<file path="src/hw/rtl/matrix_keypad_scanner_defines.svh">
// ----------------------------------------------------------------------------
// Assertion macros for the matrix keypad scanner
// Clocked assertion helpers used by matrix_keypad_scanner.sv.
// ----------------------------------------------------------------------------
`ifndef MATRIX_KEYPAD_SCANNER_DEFINES_SVH
`define MATRIX_KEYPAD_SCANNER_DEFINES_SVH

// Checked on every rising edge of clk, muted while rst is high.
`define MKS_ASSERT(label, prop, msg) \
  label: assert property (@(posedge clk) disable iff (rst) prop) else $error(msg);

// Checked on every rising edge of clk, reset included.
`define MKS_ASSERT_ALWAYS(label, prop, msg) \
  label: assert property (@(posedge clk) prop) else $error(msg);

`endif

</file>
<file path="src/hw/rtl/mks_pkg.sv">
// ----------------------------------------------------------------------------
// mks_pkg
// Constants, register map and types of the matrix keypad scanner.
// ----------------------------------------------------------------------------
package mks_pkg;

  localparam int NUM_ROWS = 4;
  localparam int NUM_COLS = 4;

  localparam int PIN_W  = 4;   // sense_columns / row_drive field width
  localparam int KEY_W  = 16;  // key set width
  localparam int CNT_W  = 16;  // settle counter width
  localparam int ROW_W  = (NUM_ROWS > 1) ? $clog2(NUM_ROWS) : 1;
  localparam int DATA_W = 32;
  localparam int ADDR_W = 3;

  localparam logic [ROW_W-1:0] ROW_LAST = ROW_W'(NUM_ROWS - 1);
  localparam logic [PIN_W-1:0] COL_MASK =
    (NUM_COLS >= PIN_W) ? {PIN_W{1'b1}} : PIN_W'((1 << NUM_COLS) - 1);

  localparam logic [CNT_W-1:0] SETTLE_RESET = CNT_W'(48);
  localparam logic [KEY_W-1:0] KEY_MASK_RESET = {KEY_W{1'b1}};

  // Register select, taken from paddr[2]
  localparam logic REG_SETTLE   = 1'b0;
  localparam logic REG_KEY_MASK = 1'b1;

  typedef struct packed {
    logic [PIN_W-1:0] row_drive;
    logic [KEY_W-1:0] held_keys;
    logic             scan_done;
  } res_t;

  // Driven row low, other existing rows high, missing rows read 0
  function automatic logic [PIN_W-1:0] drive_pattern(input logic [ROW_W-1:0] row);
    logic [PIN_W-1:0] pat;
    pat = '0;
    for (int i = 0; i < PIN_W; i++) begin
      pat[i] = (i < NUM_ROWS) && (ROW_W'(i) != row);
    end
    return pat;
  endfunction

endpackage

</file>
<file path="src/hw/rtl/matrix_keypad_scanner.sv">
// ----------------------------------------------------------------------------
// matrix_keypad_scanner
// Row-by-row scanner for a key matrix with settle delay, key enable mask
// and ghost rejection (a scan with more than one key is dropped).
// Throughput: one transaction per cycle while the skid register is empty;
// the output register plus a skid register let input run while one result
// waits downstream. Results are registered.
// Reset (rst, synchronous): row index 3, counters, accumulator and held
// keys cleared, settle_cycles = 48, key_enable_mask = 0xFFFF.
// ----------------------------------------------------------------------------
`include "matrix_keypad_scanner_defines.svh"

module matrix_keypad_scanner
  import mks_pkg::*;
(
  input  logic              clk,
  input  logic              rst,
  // input channel
  input  logic              in_valid,
  output logic              in_ready,
  input  logic [PIN_W-1:0]  sense_columns,
  // output channel
  output logic              out_valid,
  input  logic              out_ready,
  output logic [PIN_W-1:0]  row_drive,
  output logic [KEY_W-1:0]  held_keys,
  output logic              scan_done,
  // configuration
  input  logic              psel,
  input  logic              penable,
  input  logic              pwrite,
  input  logic [ADDR_W-1:0] paddr,
  input  logic [DATA_W-1:0] pwdata,
  output logic [DATA_W-1:0] prdata,
  output logic              pready
);

  logic [CNT_W-1:0] settle_cycles;
  logic [KEY_W-1:0] key_enable_mask;

  logic [ROW_W-1:0] row_index, row_index_next;
  logic [CNT_W-1:0] settle_count, settle_count_next;
  logic [KEY_W-1:0] scan_accum, scan_accum_next;
  logic [KEY_W-1:0] held_key_set, held_key_set_next;

  logic             skid_valid;
  res_t             out_res, skid_res, res_next;

  logic             in_xfer;
  logic             cfg_write;
  logic [KEY_W-1:0] sampled;
  logic [KEY_W-1:0] keys;

  assign pready    = 1'b1;
  assign cfg_write = psel && penable && pwrite && pready;
  assign in_ready  = !skid_valid;
  assign in_xfer   = in_valid && in_ready;

  always_comb begin
    unique case (paddr[2])
      REG_SETTLE:   prdata = DATA_W'(settle_cycles);
      REG_KEY_MASK: prdata = DATA_W'(key_enable_mask);
      default:      prdata = '0;
    endcase
  end

  // Scan step for one tick
  assign sampled = KEY_W'(scan_accum << NUM_COLS) | KEY_W'(sense_columns & COL_MASK);
  assign keys    = ~sampled & key_enable_mask;

  always_comb begin
    row_index_next    = row_index;
    settle_count_next = settle_count;
    scan_accum_next   = scan_accum;
    held_key_set_next = held_key_set;
    res_next.scan_done = 1'b0;
    if (settle_count < settle_cycles) begin
      settle_count_next = settle_count + 1'b1;
    end else begin
      settle_count_next = '0;
      if (row_index == '0) begin
        // ghost rejection: accept empty or single-key sets only
        if ((keys & (keys - 1'b1)) == '0) begin
          held_key_set_next = keys;
        end
        scan_accum_next    = '0;
        row_index_next     = ROW_LAST;
        res_next.scan_done = 1'b1;
      end else begin
        scan_accum_next = sampled;
        row_index_next  = row_index - 1'b1;
      end
    end
    res_next.row_drive = drive_pattern(row_index);
    res_next.held_keys = held_key_set_next;
  end

  always_ff @(posedge clk) begin
    if (rst) begin
      settle_cycles   <= SETTLE_RESET;
      key_enable_mask <= KEY_MASK_RESET;
      row_index       <= ROW_LAST;
      settle_count    <= '0;
      scan_accum      <= '0;
      held_key_set    <= '0;
      out_valid       <= 1'b0;
      skid_valid      <= 1'b0;
    end else begin
      if (cfg_write) begin
        unique case (paddr[2])
          REG_SETTLE:   settle_cycles   <= pwdata[CNT_W-1:0];
          REG_KEY_MASK: key_enable_mask <= pwdata[KEY_W-1:0];
          default:      ;
        endcase
      end
      if (in_xfer) begin
        row_index    <= row_index_next;
        settle_count <= settle_count_next;
        scan_accum   <= scan_accum_next;
        held_key_set <= held_key_set_next;
      end
      if (out_ready || !out_valid) begin
        out_valid  <= skid_valid || in_xfer;
        skid_valid <= 1'b0;
      end else if (in_xfer) begin
        skid_valid <= 1'b1;
      end
    end
  end

  // result payload, no reset needed
  always_ff @(posedge clk) begin
    if (out_ready || !out_valid) begin
      if (skid_valid) begin
        out_res <= skid_res;
      end else if (in_xfer) begin
        out_res <= res_next;
      end
    end else if (in_xfer) begin
      skid_res <= res_next;
    end
  end

  assign row_drive = out_res.row_drive;
  assign held_keys = out_res.held_keys;
  assign scan_done = out_res.scan_done;

  `MKS_ASSERT(a_skid_needs_out, skid_valid |-> out_valid, "skid entry without output entry")
  `MKS_ASSERT(a_stall_to_skid, (in_xfer && out_valid && !out_ready) |=> skid_valid, "dropped")
  `MKS_ASSERT(a_held_onehot0, $onehot0(held_key_set), "held key set has more than one key")
  `MKS_ASSERT(a_row_range, row_index <= ROW_LAST, "row index out of range")
  `MKS_ASSERT_ALWAYS(a_reset_empty, rst |=> !out_valid && !skid_valid, "not empty after reset")

endmodule

</file>
<file path="config.mk">
export PLATFORM = sky130hd
export DESIGN_NAME = matrix_keypad_scanner
export DESIGN_NICKNAME = d
export VERILOG_FILES = /design/src/hw/rtl/mks_pkg.sv /design/src/hw/rtl/matrix_keypad_scanner.sv
export VERILOG_INCLUDE_DIRS = /design/src /design/src/hw/rtl
export SDC_FILE = /design/constraint.sdc
export NUM_CORES = 1
export LEC_CHECK = 0
export CAP_MARGIN = 20
export CORE_MARGIN = 8
export CORE_UTILIZATION = 57
export CTS_CLUSTER_DIAMETER = 80
export CTS_CLUSTER_SIZE = 10
export DETAILED_ROUTE_END_ITERATION = 16
export DONT_BUFFER_PORTS = 1
export PLACE_DENSITY = 0.75
export RECOVER_POWER = 100
export SLEW_MARGIN = 20
export SYNTH_ARGS = -nofsm -noshare
export SYNTH_HDL_FRONTEND = slang
export SYNTH_SLANG_ARGS = --single-unit
</file>
<file path="constraint.sdc">
create_clock -name clk -period 2.9 [get_ports clk]
set_clock_uncertainty 0.05 [all_clocks]
set_input_delay 0.29 -clock clk [delete_from_list [all_inputs] [get_ports clk]]
set_output_delay 0.29 -clock clk [all_outputs]
set_load 0.03 [all_outputs]
</file>
After elaboration in Yosys (flattened, before gate mapping) --
Cells that the tools add are included.
Word-level totals: flip-flop bits (word level) 122, input port bits 46, output and inout bits 56, word-level logic and storage cells 56
Operators by class: $add $sub $neg 3, magnitude comparators 1, equal/unequal tests 3, muxes and demuxes 11, bitwise gates (word level) 7, reductions and logical operators 17
Operators with widths (number):
- two-way mux 16 bit | 4
- case mux 32 bit (2 select lines) | 1
- two-way mux 21 bit | 2
- AND 16 bit | 2
- adder 16 x 1 -> 16 bit, second input constant | 1
- logical NOT 16 bit | 1
- less-than comparator 16 bit | 1
- NOT 16 bit | 1
- bitwise OR 16 x 4 -> 16 bit | 1
- subtractor 16 x 1 -> 16 bit, second input constant | 1
- two-way mux 12 bit | 1
- AND reduction 2 bit | 5
- != test 2 bit, first input constant | 2
- nonzero test 2 bit | 2
- logical AND 1 bit | 3
- NOT 1 bit | 3
- logical NOT 1 bit | 2
- logical NOT 2 bit | 1
- logical OR 1 bit | 2
- two-way mux 1 bit | 2
- two-way mux 2 bit | 1
- != test 1 x 2 -> 1 bit, first input constant | 1
- OR reduction 2 bit | 1
- subtractor 2 x 1 -> 2 bit, second input constant | 1

Longest topological paths before layout --
Gate-level depths: netlist (run 1).
word-level depth 11, depth in mapped cells 11, mapped depth without buffers 9

Worst setup path before layout (run 1) --
No wires, ideal clock.
path type flip-flop to flip-flop, from reg settle_cycles[15], to reg out_res, in the netlist held_keys[0], data pin, library setup time 0.152 ns, data arrival time 2.628 ns, required time 2.698 ns, setup slack 0.070 ns, stages on the path, launching flop included 11, buffers on the path 1, clock period less this slack 2.830 ns, cell sequence dfxtp_1 > inv_1 > ha_1 > nand4_1 > or4_1 > o32a_2 > a21oi_4 > nand3_2 > clkbuf_1 > or3_1 > a31oi_1
Between the ends: longest elaborated chain between the ends 4
RTL lines:
- start, declared | RTL line matrix_keypad_scanner.sv:38 | logic [CNT_W-1:0] settle_cycles;
- start signal, assigned | RTL line matrix_keypad_scanner.sv:111 | REG_SETTLE: settle_cycles <= pwdata[CNT_W-1:0];
- less-than comparator 16 bit | RTL line matrix_keypad_scanner.sv:77 | if (settle_count < settle_cycles) begin
- two-way mux 16 bit | RTL line matrix_keypad_scanner.sv:77
- two-way mux 21 bit | RTL line matrix_keypad_scanner.sv:136 | end else if (in_xfer) begin
- two-way mux 21 bit | RTL line matrix_keypad_scanner.sv:134 | if (skid_valid) begin
- end signal, assigned | RTL line matrix_keypad_scanner.sv:135 | out_res <= skid_res;
- end signal, assigned | RTL line matrix_keypad_scanner.sv:137 | out_res <= res_next;
- end, declared | RTL line matrix_keypad_scanner.sv:47 | res_t out_res, skid_res, res_next;
Every way passes these cells. The select of a mux whose other input is x is not followed. A chain may end at the register's enable or synchronous reset.

Worst setup path in the final report (run 1) --
from reg settle_cycles[11], to reg held_key_set[7]
Between the ends: longest elaborated chain between the ends 2
RTL lines:
- less-than comparator 16 bit | RTL line matrix_keypad_scanner.sv:77
- two-way mux 16 bit | RTL line matrix_keypad_scanner.sv:77
- end signal, assigned | RTL line matrix_keypad_scanner.sv:120 | held_key_set <= held_key_set_next;
- end, declared | RTL line matrix_keypad_scanner.sv:44 | logic [KEY_W-1:0] held_key_set, held_key_set_next;
Every way passes these cells.

==> results of run 1 <==
==> cell type report <==
| cell class | count | area (sq um) |
|---|---|---|
| fillers | 669 | 2420 |
| repair buffers | 91 | 852 |
| inverters | 24 | 90.1 |
| flip-flops and latches | 122 | 2870 |
| clock inverters | 8 | 105 |
| multi-input cells | 462 | 3210 |
| clock buffers | 24 | 513 |
| well taps | 136 | 170 |
==> per-layer routing <==
layer,vias to the layer above,part of all wire
met5,-,0
met4,0,0.041
met3,59,0.079
met2,280,0.51
met1,2567,0.37
li1,2432,-
==> metrics by stage <==
step / TNS [ns] / total power, mW / std cells / hold WS [ns]
floorplan: 0 / 2.09 / 667 / 0.364
global placement: -0.0816 / 2.13 / 792 / 0.326
detailed placement: -0.328 / 2.14 / 792 / 0.327
CTS: 0 / 4.34 / 854 / 0.0222
global route: -6.41 / 4.45 / 867 / 0.0491
finish: -3.21 / 4.34 / 867 / 0.0368
==> final timing paths <==
path,start,end,slack (ns)
setup / recovery,settle_cycles[11],held_key_set[7],-0.30
hold / removal,rst,settle_count[1],0.04
setup reg to reg,settle_cycles[11],held_key_set[7],-0.30
hold reg to reg,settle_cycles[12],settle_cycles[12],0.41
==> cell families (layout without fill, tap and decap cells) <==
group	after synthesis	in the layout
AO/OA/AOI/OAI	151	151
XOR/XNOR	15	15
adder cells (fa/ha/maj)	21	21
buffers and inverters	83	147
flip-flops	122	122
multiplexers	4	4
other	2	17
AND/OR/NAND/NOR	254	254
==> repair_timing <==
item                                   CTS  global route
pin swaps                                3            17
hold buffers                            25             0
setup buffers                            4             7
gates cloned                             1             6
endpoints found under the hold margin   63             0
gates resized for setup                 29           101
setup endpoints to repair               24            49
==> state kept, by name, indices dropped and copies added (netlist names) <==
register and flops:
skid_valid 1, skid_res 21, scan_accum 12, held_keys 16, held_key_set 16, settle_cycles 16
row_drive 4, out_valid 1, scan_done 1, key_enable_mask 16, settle_count 16, row_index 2
==> where the power goes <==
group	total, mW	internal, mW	switching (mW)
Sequential	1.86	1.81	0.0581
Clock	2.17	1.40	0.773
Combinational	0.307	0.0882	0.219
Total	4.34	3.29	1.05
==> cell usage in the layout (no fill, tap or decap), drive strengths merged, types with 4 or more instances in the layout <==
cell and count:
edfxtp 42, o21ai 46, nand2 106, a31oi 22, clkbuf 46, a21oi 27
xnor2 4, nor2 47, o41ai 16, and3 6, buf 45, conb 17
dfxtp 80, nor3 4, nand2b 17, nand4 8, ha 20, xor2 11
or3 5, inv 24, mux2 4, dlygate4sd3 24, o311ai 16, nor2b 22
nor4 6, clkinv 6, a2bb2oi 5, nand3 26
==> flow_summary.yaml, run 1 <==
job:
  drv_cap: 0
cts:
  clkLatencyLatePin_ns: 0.52
  clk_pin_slew_worst_paths_ns: 0.06
  clk_path_buf_depth: 2
  cts_buffers: 17
  clockRootBuffer: "clkbuf_8"
  cts_sinks: 122
  cts_tree: "built"
  htree_levels: 4
drt:
  wirelength_microns: 18000
  drc: 0
  ant_nets: 0
  vias: 5338
  wire_per_inst_microns: 20.8
  drt_iter0_drc: 480
  routed_via_density: 6.16
  drtPass1Iterations: 5
die:
  die_h_microns: 118
  fp.dieW_microns: 118
  initial_utilization: 0.581
  dieArea_sq_um: 14000
  io_pins: 102
  row_count: 37
  core_area_sq_um: 10200
logic_synthesis:
  synth-seq-area-share: 0.481
  synth_xor_area_frac: 0.0221
  syn_area_per_cell_sq_um: 9.12
  synth_top_area_share: 0.269
  netlist_top_cells_area: "dfxtp_1 (27%), edfxtp_1 (21%), nand2_1 (6.6%), ha_1 (4.2%), o21ai_0 (3.9%)"
  synth_top_area_cell: "dfxtp_1"
  ys_ff_latch: 122
  synth_top_family_by_area: "simple AND/OR/NAND/NOR gates"
  synthArstFlopShare: 0
  syn_area_sq_um: 5950
  netlist-cell-type-count: 55
  syn-instance-count: 652
  synth-main-ff-cell: "dfxtp_1"
  synth_compound_area_frac: 0.168
  synthTopCellsByCount: "nand2_1 (105), dfxtp_1 (80), nor2_1 (47)"
  synth_adder_area_share: 0.0438
  muxShareOfSynthArea: 0.00758
  synth-simple-area-share: 0.205
  yosysMostFrequentCell: "nand2_1"
  synth-edff-count: 42
  yosys_warnings: 0
worst_setup_path:
  cp_max_fo: 7
  slowest_delay_ns: 0.53
  cp.required_ns: 3.21
  crit_arrival_ns: 3.51
  cp.depth: 10
  crit_path_start_kind: "register"
  path_cells: "inv_2, ha_4, nand4_1, or4_4, o32a_4, a21oi_4, nand3_4, clkbuf_16, o311ai_1, o41ai_2"
  cp-end-kind: "register"
  cp_top_family: "compound AO/OA/AOI/OAI gates"
  reg2regPathDepth: 10
  path_class: "register to register"
  cp_num_buf_inv: 2
  slowest_stage: "or4_4"
outcome:
  status: "complete, but fails checks"
  violations: "negative setup slack"
worst_hold_path:
  worstHoldPathCells: 2
  hold_path_class: "input pin to register"
sta:
  finalSetupViolations: 34
  tightest_slew_ns: 1.04
  hold_viol: 0
  period_minus_slack_ns: 3.20
  slew_headroom: 0.304
  fmax_ghz: 0.312
  rsz0062_at_grt: "true"
  fin_crit_sh: 1.10
  worst_slack_ns: -0.304
  drv_slew: 0
global_route:
  antenna_found_initial: 0
  top_usage_layer: "met2"
  grt_use_met2: 0.398
  grt_use_total: 0.229
  grt-ovfl-total: 0
  grt_pass1_vias: 5124
  grt_max_degree: 46
  gr-usage-met3: 0.0676
  met1_usage: 0.251
  grt_pass1_wl_microns: 25900
place:
  place_ws_ns: -0.0656
  dpl_cell_area_sq_um: 6240
  hpwl_microns: 10400
  port_buffers: 0
  gp_congestion: 0.881
power_and_ir_drop:
  vdd_drop_max_mv: 0.371
  power_density_nw_per_um2: 556
  p_leak_nw: 3.06
layout:
  finalInstanceArea_sq_um: 7810
  syn_to_final_growth_pct: 31.4
  drive_gt1_frac: 0.219
  num_antenna_cells: 0
  final_nets: 784
  utilization: 0.764
Power figures use the tool's default switching activity.
==> inputs of run 2 (changes only) <==
--- a/config.mk
+++ b/config.mk
@@ -8,14 +8,16 @@
 export LEC_CHECK = 0
 export CAP_MARGIN = 20
 export CORE_MARGIN = 8
-export CORE_UTILIZATION = 57
-export CTS_CLUSTER_DIAMETER = 80
+export CORE_UTILIZATION = 60
+export CTS_BUF_LIST = sky130_fd_sc_hd__clkbuf_8
+export CTS_CLUSTER_DIAMETER = 120
 export CTS_CLUSTER_SIZE = 10
 export DETAILED_ROUTE_END_ITERATION = 16
 export DONT_BUFFER_PORTS = 1
-export PLACE_DENSITY = 0.75
+export PLACE_DENSITY = 0.79
 export RECOVER_POWER = 100
 export SLEW_MARGIN = 20
 export SYNTH_ARGS = -nofsm -noshare
 export SYNTH_HDL_FRONTEND = slang
 export SYNTH_SLANG_ARGS = --single-unit
+export TNS_END_PERCENT = 50
==> flow_summary.yaml, run 2 (synthesis results as in run 1) <==
outcome:
  status: "complete, but fails checks"
  violations: "negative setup slack"
global_route:
  antenna_found_initial: 0
  grt_pass1_vias: 5093
  grt_pass1_wl_microns: 25000
  grt_max_degree: 46
  grt-ovfl-total: 0
  grt_use_total: 0.238
worst_setup_path:
  crit_arrival_ns: 3.23
  r2r_start: "settle_cycles[11]"
  path_class: "register to register"
  crit_path_start_kind: "register"
  cp-end-kind: "register"
  cp-startpoint: "settle_cycles[11]"
  cp.required_ns: 3.13
  cp_max_fo: 13
cts:
  cts_sinks: 122
  clk_pin_slew_worst_paths_ns: 0.08
  cts_tree: "built"
  clkLatencyLatePin_ns: 0.42
  clk_path_buf_depth: 2
  htree_levels: 4
  clockRootBuffer: "clkbuf_8"
  cts_buffers: 17
sta:
  drv_slew: 0
  fin_crit_sh: 1.03
  tightest_slew_ns: 1.04
  worst_slack_ns: -0.0932
  period_minus_slack_ns: 2.99
  rsz0062_at_grt: "true"
  fmax_ghz: 0.334
  hold_viol: 0
  slew_headroom: 0.299
  fin_hold_ws_ns: 0.0413
  finalSetupViolations: 20
layout:
  syn_to_final_growth_pct: 19.8
  utilization: 0.735
  num_antenna_cells: 0
  largest_reg_flops: 21
  finalInstanceArea_sq_um: 7120
  final_cell_mix: "nand2_1 (105), dfxtp_1 (78), nor2_1 (47)"
  instances_no_fill: 851
  drive_gt1_frac: 0.162
  largest-register: "skid_res"
  final_nets: 771
  mostFrequentLayoutCell: "nand2_1"
worst_hold_path:
  hold_start: "sense_columns[0]"
  hold_path_class: "input pin to register"
drt:
  routed_via_density: 5.97
  wire_per_inst_microns: 18.6
  vias: 5080
  drc: 0
  wirelength_microns: 15900
  drtPass1Iterations: 5
  drt_iter0_drc: 355
  ant_nets: 0
place:
  dpl_cell_area_sq_um: 6250
  placed_cells: 793
  hpwl_microns: 10400
  gp_congestion: 0.899
  port_buffers: 0
die:
  die_h_microns: 116
  core_area_sq_um: 9680
  initial_utilization: 0.614
  fp.dieW_microns: 116
  dieArea_sq_um: 13400
  row_count: 36
  io_pins: 102
job:
  drv_cap: 0
power_and_ir_drop:
  p_leak_nw: 2.82
  power_mw: 3.64
  power_density_nw_per_um2: 511
  vdd_drop_max_mv: 0.319
[run 2: cell count changes in the layout (fill, tap and decap cells not counted), sizes merged]
cell and change:
clkbuf -9, buf -8, inv +5, dlygate4sd3 -3
clkinvlp +2, bufbuf +1, clkinv -1
[run 2: through the flow]
stage                     TNS [ns]  worst slack (ns)
after global placement      -0.156           -0.0419
after CTS                        0            0.0172
after detailed placement    -0.497           -0.0628
after global routing         -3.70            -0.200
final                       -0.741           -0.0932
after floorplan                  0            0.0705
[run 2: timing repair]
action,in CTS,in global routing
pin swaps,3,5
hold buffers,22,0
buffers inserted,1,1
gates resized for setup,23,39
endpoints found under the hold margin,63,0
setup endpoints to repair,38,48
cloned,1,1
[run 2: layer usage]
metal	global-route usage	vias to the layer above	part of all wire
met5	0	-	0
met3	0.0625	40	0.061
met4	0.114	0	0.035
met1	0.265	2424	0.40
li1	-	2403	-
met2	0.414	213	0.51
[run 2: power breakdown]
part	total [mW]	leakage (nW)	switching, mW	internal, mW
Combinational	0.280	1.58	0.201	0.0789
Sequential	1.86	1.04	0.0564	1.80
Clock	1.50	0.203	0.708	0.791
Total	3.64	2.82	0.966	2.67
[run 2: cell type report]
cell class | instances | area (sq um)
well taps | 133 | 166
fillers | 690 | 2560
repair buffers | 78 | 679
clock inverters | 14 | 146
clock buffers | 18 | 248
flip-flops and latches | 122 | 2870
inverters | 24 | 90.1
multi-input cells | 462 | 2930
[run 2: worst paths after layout]
| kind | to | slack (ns) | cells past startpoint |
|---|---|---|---|
| min | scan_accum[0] | 0.04 | 2 |
| min reg2reg | settle_cycles[7] | 0.41 | 2 |
| max reg2reg | held_key_set[0] | -0.09 | 10 |
| max | held_key_set[0] | -0.09 | 10 |
[run 2: critical path, stage by stage (launching register included)]
cell	delay [ns]
dfxtp_2	0.34
inv_2	0.06
ha_4	0.27
nand4_1	0.12
or4_4	0.53
o32a_4	0.34
a21oi_4	0.20
nand3_4	0.16
bufbuf_16	0.33
o311ai_2	0.29
o41ai_2	0.14
==> inputs of run 3 (changes only) <==
--- a/config.mk
+++ b/config.mk
@@ -14,6 +14,7 @@
 export CTS_CLUSTER_SIZE = 10
 export DETAILED_ROUTE_END_ITERATION = 16
 export DONT_BUFFER_PORTS = 1
+export MAX_ROUTING_LAYER = met4
 export PLACE_DENSITY = 0.79
 export RECOVER_POWER = 100
 export SLEW_MARGIN = 20
==> constraint.sdc (replaced) <==
create_clock -name clk -period 2.9 [get_ports clk]
set_clock_uncertainty 0.05 [all_clocks]
set_input_delay 0.29 -clock clk [delete_from_list [all_inputs] [get_ports clk]]
set_output_delay 0.29 -clock clk [all_outputs]
set_load 0.02 [all_outputs]
==> flow_summary.yaml, run 3 (synthesis results as in run 1) <==
outcome:
  status: "complete, but fails checks"
  violations: "negative setup slack"
layout:
  final_cell_mix: "nand2_1 (105), dfxtp_1 (75), nor2_1 (47)"
  num_antenna_cells: 0
  instances_no_fill: 835
  ff_latch_area_sq_um: 2870
  multiInputGateArea_sq_um: 2860
  largest-register: "skid_res"
  utilization: 0.715
  drive_gt1_frac: 0.150
  mostFrequentLayoutCell: "nand2_1"
  syn_to_final_growth_pct: 16.5
  final_nets: 755
  fill_cells: 706
  largest_reg_flops: 21
place:
  port_buffers: 0
  gp_congestion: 0.892
  place_ws_ns: -0.126
  hpwl_microns: 10600
  placed_cells: 776
worst_setup_path:
  reg2regPathDepth: 10
  cp-end-kind: "register"
  crit_path_start_kind: "register"
  crit_arrival_ns: 3.21
  path_class: "register to register"
  cp_max_fo: 5
  cp.required_ns: 3.14
sta:
  finalSetupViolations: 15
  worst_slack_ns: -0.0694
  slew_headroom: 0.385
  rsz0062_at_grt: "true"
  hold_viol: 0
  finalSetupTns_ns: -0.408
  fin_crit_sh: 1.02
  tightest_slew_ns: 0.922
  fmax_ghz: 0.337
  drv_slew: 0
  period_minus_slack_ns: 2.97
power_and_ir_drop:
  power_density_nw_per_um2: 500
  p_leak_nw: 2.76
  vdd_drop_max_mv: 0.343
drt:
  wire_per_inst_microns: 18.7
  ant_nets: 0
  vias: 4991
  wirelength_microns: 15600
  drtPass1Iterations: 4
  drt_iter0_drc: 467
  drc: 0
  routed_via_density: 5.98
cts:
  clk_pin_slew_worst_paths_ns: 0.07
  clockRootBuffer: "clkbuf_8"
  cts_tree: "built"
  clk_path_buf_depth: 2
  htree_levels: 4
  cts_buffers: 17
  clkLatencyLatePin_ns: 0.43
  cts_sinks: 122
die:
  row_count: 36
  fp.dieW_microns: 116
  io_pins: 102
  die_h_microns: 116
  initial_utilization: 0.614
  dieArea_sq_um: 13400
  core_area_sq_um: 9680
worst_hold_path:
  worstHoldPathCells: 2
  hold_path_class: "input pin to register"
global_route:
  grt_use_total: 0.238
  grt_pass1_wl_microns: 24100
  antenna_found_initial: 0
  grt-ovfl-total: 0
  grt_max_degree: 46
  grt_pass1_vias: 4924
job:
  drv_cap: 0
==> run 3: changes by cell type in the layout (fill, tap and decap cells not counted), sizes merged <==
cell / delta
clkbuf: -11
buf: -4
clkinv: +2
bufbuf: -1
bufinv: -1
clkinvlp: -1
==> run 3: what timing repair did <==
| action | 4_1_cts | 5_1_grt |
|---|---|---|
| pin swaps | 2 | 8 |
| gates cloned | 0 | 2 |
| setup buffers | 2 | 1 |
| setup endpoints to repair | 40 | 45 |
| resized for setup | 16 | 38 |
| endpoints found under the hold margin | 63 | 0 |
| hold buffers | 22 | 0 |
==> run 3: report_power, final <==
part / switching (mW) / leakage [nW] / internal [mW] / total [mW]
logic: 0.175 / 1.52 / 0.0774 / 0.253
registers: 0.0438 / 1.04 / 1.80 / 1.85
clock network: 0.675 / 0.197 / 0.689 / 1.36
total: 0.894 / 2.76 / 2.57 / 3.46
==> run 3: through the flow <==
| step | total power, mW | cell area [sq um] | hold slack (ns) |
|---|---|---|---|
| 2_1_floorplan | 2.06 | 6000 | 0.364 |
| 3_3_place_gp | 2.08 | 6130 | 0.324 |
| 3_5_place_dp | 2.09 | 6130 | 0.326 |
| 4_1_cts | 3.47 | 6760 | 0.00451 |
| 5_1_grt | 3.59 | 6930 | 0.0409 |
| 6_report | 3.46 | 6930 | 0.0107 |
==> run 3: area by class of cell <==
cell class                      count  share of cell area
Multi-Input combinational cell    462               0.413
Sequential cell                   122               0.414
Clock inverter                     14              0.0155
Inverter                           24              0.0130
Timing Repair Buffer               62              0.0846
Tap cell                          133              0.0240
Clock buffer                       18              0.0358
==> run 3: path summary, 6_finish.rpt <==
check	from	to	slack, ns
worst max-delay path	settle_cycles[11]	held_key_set[1]	-0.07
worst min-delay path	in_valid	skid_valid	0.01
worst max register to register	settle_cycles[11]	held_key_set[1]	-0.07
worst min register to register	settle_cycles[10]	settle_cycles[10]	0.42
==> run 3: layer usage <==
metal,GRT usage,vias to the layer above,part of all wire
met5,-,-,0
met4,0.117,0,0.031
met3,0.0495,38,0.059
met2,0.409,204,0.52
met1,0.258,2388,0.39
li1,-,2361,-
==> run 3: worst max-delay path, cell delays in order (launching register included) <==
cell and delay (ns):
dfxtp_2 0.33, inv_2 0.06, ha_4 0.26, nand4_1 0.13
or4_4 0.54, o32a_4 0.34, a21oi_4 0.22, nand3_4 0.17
clkbuf_16 0.21, o311ai_1 0.36, o41ai_2 0.16
